File: src/rtl/contiguous_page_allocator_core_macros.svh
// ----------------------------------------------------------------------------
// Contiguous page allocator assertion macros
// Shared concurrent check forms, clocked on clk, quiet while arst_n is low.
// ----------------------------------------------------------------------------
`ifndef CONTIGUOUS_PAGE_ALLOCATOR_CORE_MACROS_SVH
`define CONTIGUOUS_PAGE_ALLOCATOR_CORE_MACROS_SVH

// consequence must hold in the same cycle as the antecedent
`define CPA_ASSERT_NOW(label, ante, cons) \
	label: assert property (@(posedge clk) disable iff (!arst_n) (ante) |-> (cons)) \
		else $error("cpa: same-cycle check failed");

// consequence must hold in the cycle after the antecedent
`define CPA_ASSERT_NEXT(label, ante, cons) \
	label: assert property (@(posedge clk) disable iff (!arst_n) (ante) |=> (cons)) \
		else $error("cpa: next-cycle check failed");

`endif

File: src/rtl/cpa_pkg.sv
// ----------------------------------------------------------------------------
// cpa_pkg
// Types and constants shared by the contiguous page allocator modules.
// ----------------------------------------------------------------------------
package cpa_pkg;

	// fixed field widths
	localparam int ADDR_W    = 32;
	localparam int REQ_W     = 11;
	localparam int COUNT_W   = 11;
	localparam int FLAG_W    = 2;
	localparam int REG_IDX_W = 1;

	localparam logic [COUNT_W-1:0] COUNT_RESET = 11'd1024;

	// per-page descriptor flags
	localparam logic [FLAG_W-1:0] FLAG_FREE  = 2'b00;
	localparam logic [FLAG_W-1:0] FLAG_TAKEN = 2'b01;
	localparam logic [FLAG_W-1:0] FLAG_LAST  = 2'b10;

	// request modes
	localparam logic MODE_ALLOC = 1'b0;
	localparam logic MODE_FREE  = 1'b1;

	// configuration register indexes
	localparam logic [REG_IDX_W-1:0] REG_BASE  = 1'b0;
	localparam logic [REG_IDX_W-1:0] REG_COUNT = 1'b1;

	typedef enum logic [1:0] {
		STATUS_DONE    = 2'd0,
		STATUS_FAIL    = 2'd1,
		STATUS_IGNORED = 2'd2
	} status_t;

	typedef enum logic [2:0] {
		ST_CLEAR,
		ST_IDLE,
		ST_CHECK,
		ST_SCAN,
		ST_FILL,
		ST_WALK,
		ST_REPLY
	} state_t;

	// controller -> datapath
	typedef struct packed {
		logic clear;   // zero one descriptor, advance pointer
		logic load;    // capture request fields
		logic prep;    // range check result, set up pointers
		logic scan;    // first-fit search step
		logic fill;    // mark one page of the found run
		logic walk;    // free walk step
	} cmd_t;

	// datapath -> controller
	typedef struct packed {
		logic clr_last;
		logic reject;
		logic mode_free;
		logic hit;
		logic scan_end;
		logic fill_last;
		logic walk_end;
	} sts_t;

endpackage

File: src/rtl/cpa_ram.sv
// ----------------------------------------------------------------------------
// cpa_ram
// Generic simple dual-port RAM: one write port, one read port, registered read.
// ----------------------------------------------------------------------------
module cpa_ram #(
	parameter int WIDTH = 2,
	parameter int DEPTH = 1024
) (
	input  logic                                   clk,
	input  logic                                   wr_en,
	input  logic [(DEPTH > 1 ? $clog2(DEPTH) : 1)-1:0] wr_addr,
	input  logic [WIDTH-1:0]                       wr_data,
	input  logic [(DEPTH > 1 ? $clog2(DEPTH) : 1)-1:0] rd_addr,
	output logic [WIDTH-1:0]                       rd_data
);

	logic [WIDTH-1:0] mem_q [DEPTH];
	logic [WIDTH-1:0] rd_data_q;

	// write port
	always_ff @(posedge clk) begin
		if (wr_en) begin
			mem_q[wr_addr] <= wr_data;
		end
	end

	// registered read port
	always_ff @(posedge clk) begin
		rd_data_q <= mem_q[rd_addr];
	end

	assign rd_data = rd_data_q;

endmodule

File: src/rtl/cpa_ctrl.sv
// ----------------------------------------------------------------------------
// cpa_ctrl
// Sequencer for the page allocator: clear pass, check, search, fill, walk.
// ----------------------------------------------------------------------------
module cpa_ctrl
	import cpa_pkg::*;
(
	input  logic clk,
	input  logic arst_n,
	input  logic start,
	input  sts_t sts,
	output cmd_t cmd,
	output logic busy,
	output logic done
);

	state_t state_q;
	state_t state_nxt;

	// state register
	always_ff @(posedge clk or negedge arst_n) begin
		if (!arst_n) begin
			state_q <= ST_CLEAR;
		end else begin
			state_q <= state_nxt;
		end
	end

	// next state
	always_comb begin
		state_nxt = state_q;
		unique case (state_q)
			ST_CLEAR: begin
				if (sts.clr_last) state_nxt = ST_IDLE;
			end
			ST_IDLE: begin
				if (start) state_nxt = ST_CHECK;
			end
			ST_CHECK: begin
				priority if (sts.reject) state_nxt = ST_REPLY;
				else if (sts.mode_free) state_nxt = ST_WALK;
				else state_nxt = ST_SCAN;
			end
			ST_SCAN: begin
				priority if (sts.hit) state_nxt = ST_FILL;
				else if (sts.scan_end) state_nxt = ST_REPLY;
				else state_nxt = ST_SCAN;
			end
			ST_FILL: begin
				if (sts.fill_last) state_nxt = ST_REPLY;
			end
			ST_WALK: begin
				if (sts.walk_end) state_nxt = ST_REPLY;
			end
			ST_REPLY: begin
				state_nxt = ST_IDLE;
			end
			default: begin
				state_nxt = ST_CLEAR;
			end
		endcase
	end

	// outputs
	always_comb begin
		cmd  = '0;
		busy = 1'b1;
		done = 1'b0;
		unique case (state_q)
			ST_CLEAR: cmd.clear = 1'b1;
			ST_IDLE: begin
				busy     = 1'b0;
				cmd.load = start;
			end
			ST_CHECK: cmd.prep = 1'b1;
			ST_SCAN:  cmd.scan = 1'b1;
			ST_FILL:  cmd.fill = 1'b1;
			ST_WALK:  cmd.walk = 1'b1;
			ST_REPLY: done = 1'b1;
			default: begin
				cmd = '0;
			end
		endcase
	end

endmodule

File: src/rtl/cpa_dp.sv
// ----------------------------------------------------------------------------
// cpa_dp
// Allocator datapath: config registers, descriptor RAM, pointers and counters.
// ----------------------------------------------------------------------------
module cpa_dp
	import cpa_pkg::*;
#(
	parameter int MAX_PAGES  = 1024,
	parameter int PAGE_SHIFT = 12
) (
	input  logic                 clk,
	input  logic                 arst_n,
	input  logic                 cfg_write,
	input  logic [REG_IDX_W-1:0] cfg_index,
	input  logic [ADDR_W-1:0]    cfg_data,
	input  logic                 mode,
	input  logic [REQ_W-1:0]     page_request,
	input  logic [ADDR_W-1:0]    free_address,
	input  cmd_t                 cmd,
	output sts_t                 sts,
	output logic [ADDR_W-1:0]    block_address,
	output logic [1:0]           status
);

	localparam int PW = (MAX_PAGES > 1) ? $clog2(MAX_PAGES) : 1;
	localparam int CW = $clog2(MAX_PAGES + 1);
	localparam int NW = (CW > REQ_W) ? CW : REQ_W;
	localparam int SW = (NW + PAGE_SHIFT > ADDR_W) ? NW + PAGE_SHIFT : ADDR_W;
	localparam int EW = SW + 1;
	localparam logic [NW-1:0] MAX_N  = NW'(MAX_PAGES);
	localparam logic [NW-1:0] LAST_N = NW'(MAX_PAGES - 1);

	// configuration
	logic [ADDR_W-1:0]  base_q;
	logic [COUNT_W-1:0] count_q;

	// captured request
	logic              mode_q;
	logic [NW-1:0]     want_q;
	logic [ADDR_W-1:0] addr_q;
	logic [NW-1:0]     pages_q;

	// walk / search pointers
	logic [NW-1:0] ptr_q;
	logic [NW-1:0] pg_s1;
	logic          vld_s1;
	logic [NW-1:0] run_q;
	logic [NW-1:0] start_q;
	logic [NW-1:0] end_q;
	logic [NW-1:0] fill_q;

	logic [ADDR_W-1:0] block_address_q;
	status_t           status_q;

	// RAM port signals
	logic              wr_en;
	logic [PW-1:0]     wr_addr;
	logic [FLAG_W-1:0] wr_data;
	logic [FLAG_W-1:0] rd_flags;

	// combinational terms
	logic [NW-1:0] pool_pages;
	logic [EW-1:0] pool_end;
	logic [EW-1:0] addr_off;
	logic [EW-1:0] off_pages;
	logic [NW-1:0] idx_start;
	logic          free_rej;
	logic          alloc_rej;
	logic          reject;
	logic          issue_ok;
	logic          flag_taken;
	logic          flag_last;
	logic [NW-1:0] run_nxt;
	logic [NW-1:0] run_start;
	logic          hit;

	cpa_ram #(
		.WIDTH (FLAG_W),
		.DEPTH (MAX_PAGES)
	) u_flags (
		.clk     (clk),
		.wr_en   (wr_en),
		.wr_addr (wr_addr),
		.wr_data (wr_data),
		.rd_addr (ptr_q[PW-1:0]),
		.rd_data (rd_flags)
	);

	// pool size clamp and range checks
	assign pool_pages = (NW'(count_q) > MAX_N) ? MAX_N : NW'(count_q);
	assign pool_end   = EW'(base_q) + (EW'(pages_q) << PAGE_SHIFT);
	assign addr_off   = EW'(addr_q) - EW'(base_q);
	assign off_pages  = addr_off >> PAGE_SHIFT;
	assign idx_start  = off_pages[NW-1:0];
	assign free_rej   = (addr_q < base_q) || (EW'(addr_q) >= pool_end);
	assign alloc_rej  = (want_q == '0) || (want_q > pages_q);
	assign reject     = (mode_q == MODE_FREE) ? free_rej : alloc_rej;

	// descriptor decode of the page read last cycle
	assign issue_ok   = ptr_q < pages_q;
	assign flag_taken = |(rd_flags & FLAG_TAKEN);
	assign flag_last  = |(rd_flags & FLAG_LAST);
	assign run_nxt    = run_q + NW'(1);
	assign run_start  = pg_s1 + NW'(1) - want_q;
	assign hit        = vld_s1 && !flag_taken && (run_nxt == want_q);

	// status to controller
	always_comb begin
		sts           = '0;
		sts.clr_last  = ptr_q == LAST_N;
		sts.reject    = reject;
		sts.mode_free = mode_q == MODE_FREE;
		sts.hit       = hit;
		sts.scan_end  = !vld_s1 && !issue_ok;
		sts.fill_last = fill_q == end_q;
		sts.walk_end  = vld_s1 ? (!flag_taken || flag_last) : !issue_ok;
	end

	// descriptor write port
	always_comb begin
		wr_en   = 1'b0;
		wr_addr = ptr_q[PW-1:0];
		wr_data = FLAG_FREE;
		priority if (cmd.clear) begin
			wr_en = 1'b1;
		end else if (cmd.fill) begin
			wr_en   = 1'b1;
			wr_addr = fill_q[PW-1:0];
			wr_data = (fill_q == end_q) ? (FLAG_TAKEN | FLAG_LAST) : FLAG_TAKEN;
		end else if (cmd.walk) begin
			wr_en   = vld_s1 && flag_taken;
			wr_addr = pg_s1[PW-1:0];
		end else begin
			wr_en = 1'b0;
		end
	end

	// config and control registers
	always_ff @(posedge clk or negedge arst_n) begin
		if (!arst_n) begin
			base_q  <= '0;
			count_q <= COUNT_RESET;
			ptr_q   <= '0;
			vld_s1  <= 1'b0;
		end else begin
			if (cfg_write) begin
				unique case (cfg_index)
					REG_BASE:  base_q  <= cfg_data;
					REG_COUNT: count_q <= cfg_data[COUNT_W-1:0];
					default: begin
						base_q <= base_q;
					end
				endcase
			end
			priority if (cmd.clear) begin
				ptr_q <= ptr_q + NW'(1);
			end else if (cmd.prep) begin
				ptr_q  <= (mode_q == MODE_FREE) ? idx_start : '0;
				vld_s1 <= 1'b0;
			end else if (cmd.scan || cmd.walk) begin
				ptr_q  <= ptr_q + NW'(issue_ok);
				vld_s1 <= issue_ok;
			end else begin
				vld_s1 <= vld_s1;
			end
		end
	end

	// request payload and result registers
	always_ff @(posedge clk) begin
		if (cmd.load) begin
			mode_q  <= mode;
			want_q  <= NW'(page_request);
			addr_q  <= free_address;
			pages_q <= pool_pages;
		end
		if (cmd.prep) begin
			run_q           <= '0;
			block_address_q <= '0;
			if (reject) begin
				status_q <= (mode_q == MODE_FREE) ? STATUS_IGNORED : STATUS_FAIL;
			end else begin
				status_q <= (mode_q == MODE_FREE) ? STATUS_DONE : STATUS_FAIL;
			end
		end
		if (cmd.scan || cmd.walk) begin
			pg_s1 <= ptr_q;
		end
		// first-fit run counting
		if (cmd.scan && vld_s1) begin
			run_q <= flag_taken ? '0 : run_nxt;
			if (hit) begin
				start_q  <= run_start;
				fill_q   <= run_start;
				end_q    <= pg_s1;
				status_q <= STATUS_DONE;
			end
		end
		if (cmd.fill) begin
			fill_q          <= fill_q + NW'(1);
			block_address_q <= base_q + (ADDR_W'(start_q) << PAGE_SHIFT);
		end
	end

	assign block_address = block_address_q;
	assign status        = status_q;

endmodule

File: src/rtl/contiguous_page_allocator_core.sv
// ----------------------------------------------------------------------------
// contiguous_page_allocator_core
// First-fit contiguous page allocator with per-page taken/last descriptors.
// ----------------------------------------------------------------------------
// Usage:
//  A request is taken when start is high while busy is low. mode selects
//  allocate (page_request pages) or free (block at free_address).
//  The result appears on block_address and status for exactly one cycle
//  with done high; the receiver cannot stall it, so it must be captured then.
//  Configuration (base_address index 0, page_count index 1) is written with
//  cfg_write/cfg_index/cfg_data; the user must do so only while busy is low,
//  as the block itself does not enforce it. A rejected request goes from
//  the check state straight to the reply. An allocation searches the
//  descriptor RAM one page per cycle from page 0, then marks the found run
//  one page per cycle. A free walks one page per cycle from the freed page.
//  The single read port of the descriptor RAM sets this pace; one request
//  is in flight at a time. After reset the descriptor RAM is cleared one
//  entry per cycle, and busy stays high until every entry is cleared; only
//  then is the first request taken.
// ----------------------------------------------------------------------------
`include "contiguous_page_allocator_core_macros.svh"

module contiguous_page_allocator_core
	import cpa_pkg::*;
#(
	parameter int MAX_PAGES  = 1024,
	parameter int PAGE_SHIFT = 12
) (
	input  logic                 clk,
	input  logic                 arst_n,
	input  logic                 cfg_write,
	input  logic [REG_IDX_W-1:0] cfg_index,
	input  logic [ADDR_W-1:0]    cfg_data,
	input  logic                 start,
	output logic                 busy,
	input  logic                 mode,
	input  logic [REQ_W-1:0]     page_request,
	input  logic [ADDR_W-1:0]    free_address,
	output logic                 done,
	output logic [ADDR_W-1:0]    block_address,
	output logic [1:0]           status
);

	cmd_t cmd;
	sts_t sts;

	cpa_ctrl u_ctrl (
		.clk    (clk),
		.arst_n (arst_n),
		.start  (start),
		.sts    (sts),
		.cmd    (cmd),
		.busy   (busy),
		.done   (done)
	);

	cpa_dp #(
		.MAX_PAGES  (MAX_PAGES),
		.PAGE_SHIFT (PAGE_SHIFT)
	) u_dp (
		.clk           (clk),
		.arst_n        (arst_n),
		.cfg_write     (cfg_write),
		.cfg_index     (cfg_index),
		.cfg_data      (cfg_data),
		.mode          (mode),
		.page_request  (page_request),
		.free_address  (free_address),
		.cmd           (cmd),
		.sts           (sts),
		.block_address (block_address),
		.status        (status)
	);

	// checks
	`CPA_ASSERT_NEXT(a_accept_goes_busy, start && !busy, busy)
	`CPA_ASSERT_NEXT(a_done_returns_idle, done, !busy)
	`CPA_ASSERT_NOW(a_status_legal, done, status <= STATUS_IGNORED)
	`CPA_ASSERT_NOW(a_fail_zero_addr, done && (status != STATUS_DONE), block_address == '0)

endmodule
File: config.mk
export PLATFORM = sky130hd
export DESIGN_NAME = contiguous_page_allocator_core
export DESIGN_NICKNAME = d
export VERILOG_FILES = /design/src/rtl/cpa_pkg.sv /design/src/rtl/cpa_ram.sv /design/src/rtl/cpa_ctrl.sv /design/src/rtl/cpa_dp.sv /design/src/rtl/contiguous_page_allocator_core.sv
export VERILOG_INCLUDE_DIRS = /design/src /design/src/rtl
export SDC_FILE = /design/constraint.sdc
export NUM_CORES = 2
export LEC_CHECK = 0
export BUFFER_PORTS_ARGS = -buffer_cell sky130_fd_sc_hd__buf_4
export CORE_ASPECT_RATIO = 2
export CORE_MARGIN = 5
export CORE_UTILIZATION = 40
export CTS_CLUSTER_SIZE = 12
export DETAILED_ROUTE_END_ITERATION = 10
export GPL_TIMING_DRIVEN = 0
export HOLD_SLACK_MARGIN = 0.03
export SYNTH_ARGS = -nofsm -noshare
export SYNTH_HDL_FRONTEND = slang
export SYNTH_SLANG_ARGS = --single-unit
File: constraint.sdc
create_clock -name clk -period 38.5 [get_ports clk]
set_input_delay 1.925 -clock clk [delete_from_list [all_inputs] [get_ports clk]]
set_output_delay 1.925 -clock clk [all_outputs]
set_load 0.02 [all_outputs]
==> flow_summary_export.csv <==
group,metric,value,unit
run_status,status,"finished with violations",
run_status,violations,"max-capacitance violations, max-slew violations",
grt,antenna_found_initial,56,
grt,grt_pass1_wl,595,mm
clock_tree,ctsHoldBuffers,0,
placed_design,gp_congestion,1.05,
final_layout,fillers,21000,
critical_path,cp.required,39.20,ns
min_path,min_path_cells,1,
routing,wl_met3,47.8,mm
final_layout,design_area,0.108,mm2
clock_tree,cts_post_setup_buffers_inserted,0,
timing,rsz0062_at_grt,"no",
routing,via_per_inst,6.64,
grt,track_usage,36.6,%
floorplanning,coreArea,0.239,mm2
job,drv_cap,14,
yosys,syn-num-nets,6124,
floorplanning,initial_core_util,40.2,%
routing,num_vias,64000,
critical_path,critPathLaunchType,"flip-flop",
critical_path,reg2reg_depth,11,
yosys,postSynthCellCount,5921,
clock_tree,ctsLongestPathBuffers,4,
yosys,ys_seq_area_share,70.0,%
placed_design,dpl.hpwl,326,mm
clock_tree,clock-sinks,2252,
grt,grt_pass1_vias,63000,
critical_path,r2r-start,"u_dp.ptr_q[2]",
floorplanning,die_area,0.251,mm2
final_layout,finalNetCount,6514,
clock_tree,clock_latency,0.91,ns
critical_path,reg2reg_to,"u_dp.u_flags.rd_data[1]",
final_layout,drive_gt1_share,18.5,%
min_path,min_to,"u_dp.count_q[9]",
timing,fin_skew,0.0657,ns
yosys,yosysWarningCount,0,
floorplanning,num_rows,254,
placed_design,placed_area,0.102,mm2
routing,wl_met1,125,mm
timing,hold_viol,0,
timing,fin_crit_sh,20.0,%
grt,grt-ovfl-total,0,
min_path,worstHoldStart,"u_dp.count_q[9]",
final_layout,syn2layout_area_growth,12.6,%
timing,min_period,7.71,ns
clock_tree,cts_buffers,217,
yosys,synth.distinct_cells,86,
timing,tightest_slew,1.71,ns
yosys,synth_area_per_cell,16.2,um2
placed_design,io_buffers,116,
routing,topRoutingLayerUsed,"met5",
yosys,mappedNetlistArea,0.0961,mm2
timing,fmax,130,MHz
yosys,synth_edf_count,2190,
grt,grt_max_degree,168,
min_path,holdCritPathClass,"reg -> reg",
critical_path,crit_fanout,12,
pwr,p_total,8.37,mW
clock_tree,htree_levels,4,
routing,routed_wl,464,mm
critical_path,r2r_slack,30.79,ns
timing,setup_viol,0,
routing,avgRoutedWirePerCell,48.2,um
yosys,synth_flop_cell,"edfxtp_1",
routing,firstDrtPassIters,9,
floorplanning,die_h,703,um
floorplanning,ios,117,
timing,max_slew_margin,-14.8,%
critical_path,worstSetupEndpointType,"flip-flop",
clock_tree,cts_resized,0,
pwr,leakage,34.3,nW
clock_tree,cts_tree,"built",
pwr,p_per_area,77.4,mW/mm2
floorplanning,die_w,357,um
timing,fin_tns_setup,0,ns
routing,remaining_drc_errors,0,
clock_tree,cts.reportedPaths.clkPinSlew,0.07,ns
routing,ant_nets,0,
critical_path,worstSetupPathType,"reg -> reg",
clock_tree,cts-root-buf,"clkbuf_16",
pwr,vdd_ir_drop_max,0.0618,mV
critical_path,cp.arrival,8.41,ns
yosys,postSynth.asyncResetShare,2.58,%
routing,wl_met2,224,mm
timing,slew_violations,89,
routing,drtIter0Drc,10300,
yosys,ys_seq_elements,2252,
[where the power goes]
part | internal (mW) | switching, mW
combinational | 0.830 | 2.66
sequential | 2.85 | 0.0752
clock | 1.04 | 0.923
total | 4.72 | 3.66
[state kept, by name (all words and copies together), names as in the netlist, 32 cells and up]
register            count
u_dp.base_q            32
u_dp.u_flags.mem_q   2048
u_dp.addr_q            32
u_dp.block_address     32
[cell families (layout without fill, tap and decap cells)]
kind of cell / after synthesis / in the layout / synth area share, %
buf+inv: 518 / 968 / 2.84
fa+ha+maj: 122 / 122 / 1.61
other cells: 0 / 69 / 0
xor+xnor: 75 / 75 / 0.684
mux: 660 / 660 / 13.3
compound gates: 637 / 637 / 4.49
flops: 2252 / 2252 / 70.0
simple gates: 1657 / 1657 / 7.08
[layout by cell type, fill, tap and decap left out, types with 23 or more instances in the layout]
cell / count
edfxtp_1: 2190
nor2_1: 1147
mux4_2: 470
nand2_1: 232
clkbuf_1: 221
clkbuf_16: 221
mux2i_1: 158
buf_4: 142
o21ai_0: 128
buf_2: 127
a21oi_1: 124
ha_1: 119
inv_1: 84
a22oi_1: 75
diode_2: 69
dfrtp_1: 57
nand3_1: 51
clkbuf_2: 47
nor3_1: 43
buf_12: 42
xor2_1: 39
nor2b_1: 39
xnor2_1: 36
a21o_1: 34
a221oi_1: 34
o221ai_1: 27
nand4_1: 24
buf_8: 24
buf_6: 23
[stage by stage]
stage               cells  hold WS, ns  worst slack [ns]  util (%)
global route         9587        0.521             31.22      45.2
floorplan            5921        0.448              8.87         -
global placement     9237        0.485            -15.78      42.2
detailed placement   9290        0.486             31.48      42.7
CTS                  9569        0.507             31.48      45.1
finish               9640        0.503             30.79      45.2
[final cells by class]
type | count | area (um2) | area share, %
Clock inverter | 11 | 83.8 | 0.0775
Sequential cell | 2252 | 67300 | 62.2
Timing Repair Buffer | 171 | 1980 | 1.83
Antenna cell | 69 | 173 | 0.160
Buffer | 429 | 2460 | 2.27
Multi-Input combinational cell | 3151 | 26100 | 24.2
Tap cell | 3200 | 4000 | 3.70
Clock buffer | 268 | 5750 | 5.31
Inverter | 89 | 342 | 0.316
[layer usage]
layer / vias up / GRT usage, %
met3: 2233 / 11.0
met2: 5598 / 60.3
met1: 32400 / 33.7
li1: 23700 / -
met4: 20 / 40.9
met5: - / 0.365
[worst max-delay path by stage]
stage                            from                          to  slack (ns)
CTS                     u_dp.ptr_q[1]     u_dp.u_flags.rd_data[1]       31.48
global placement    u_ctrl.state_q[0]  u_dp.u_flags.mem_q[138][1]      -15.78
finish                  u_dp.ptr_q[2]     u_dp.u_flags.rd_data[1]       30.79
floorplan           u_ctrl.state_q[1]    u_dp.u_flags.mem_q[0][1]        8.87
global route          u_dp.base_q[13]           u_ctrl.state_q[1]       31.22
detailed placement      u_dp.ptr_q[1]     u_dp.u_flags.rd_data[1]       31.48
[cells in the mapped netlist, drive strengths merged (17+ instances only)]
cell type,instances,area share (%)
nor2,1162,4.5
o21ai,137,0.72
nor2b,40,0.26
edfxtp,2190,68
o22ai,20,0.13
a22o,17,0.15
xnor2,36,0.33
a21oi,125,0.65
a31oi,21,0.14
ha,119,1.5
a21o,34,0.27
o21a,20,0.16
nand3,51,0.27
inv,85,0.33
buf,204,1.6
nand2,236,0.92
dfrtp,57,1.5
mux4,485,11
mux2,17,0.20
o221ai,27,0.25
nor3,44,0.23
nand2b,20,0.13
clkbuf,225,0.88
nand4,24,0.16
mux2i,158,1.6
a22oi,75,0.59
a221oi,38,0.37
a211oi,21,0.16
xor2,39,0.36
o211ai,18,0.15
[critical path, stage by stage, from the launching register on]
cell and delay (ns):
dfrtp_1 0.59, buf_2 0.53, buf_4 0.49, buf_2 1.00, buf_2 0.96, buf_2 0.93
nand2_1 0.10, nand4_1 0.15, o311ai_0 0.21, a311oi_1 1.30, o221ai_1 0.52, o211ai_1 0.63
Note: power is estimated with default switching activity, not from simulation.
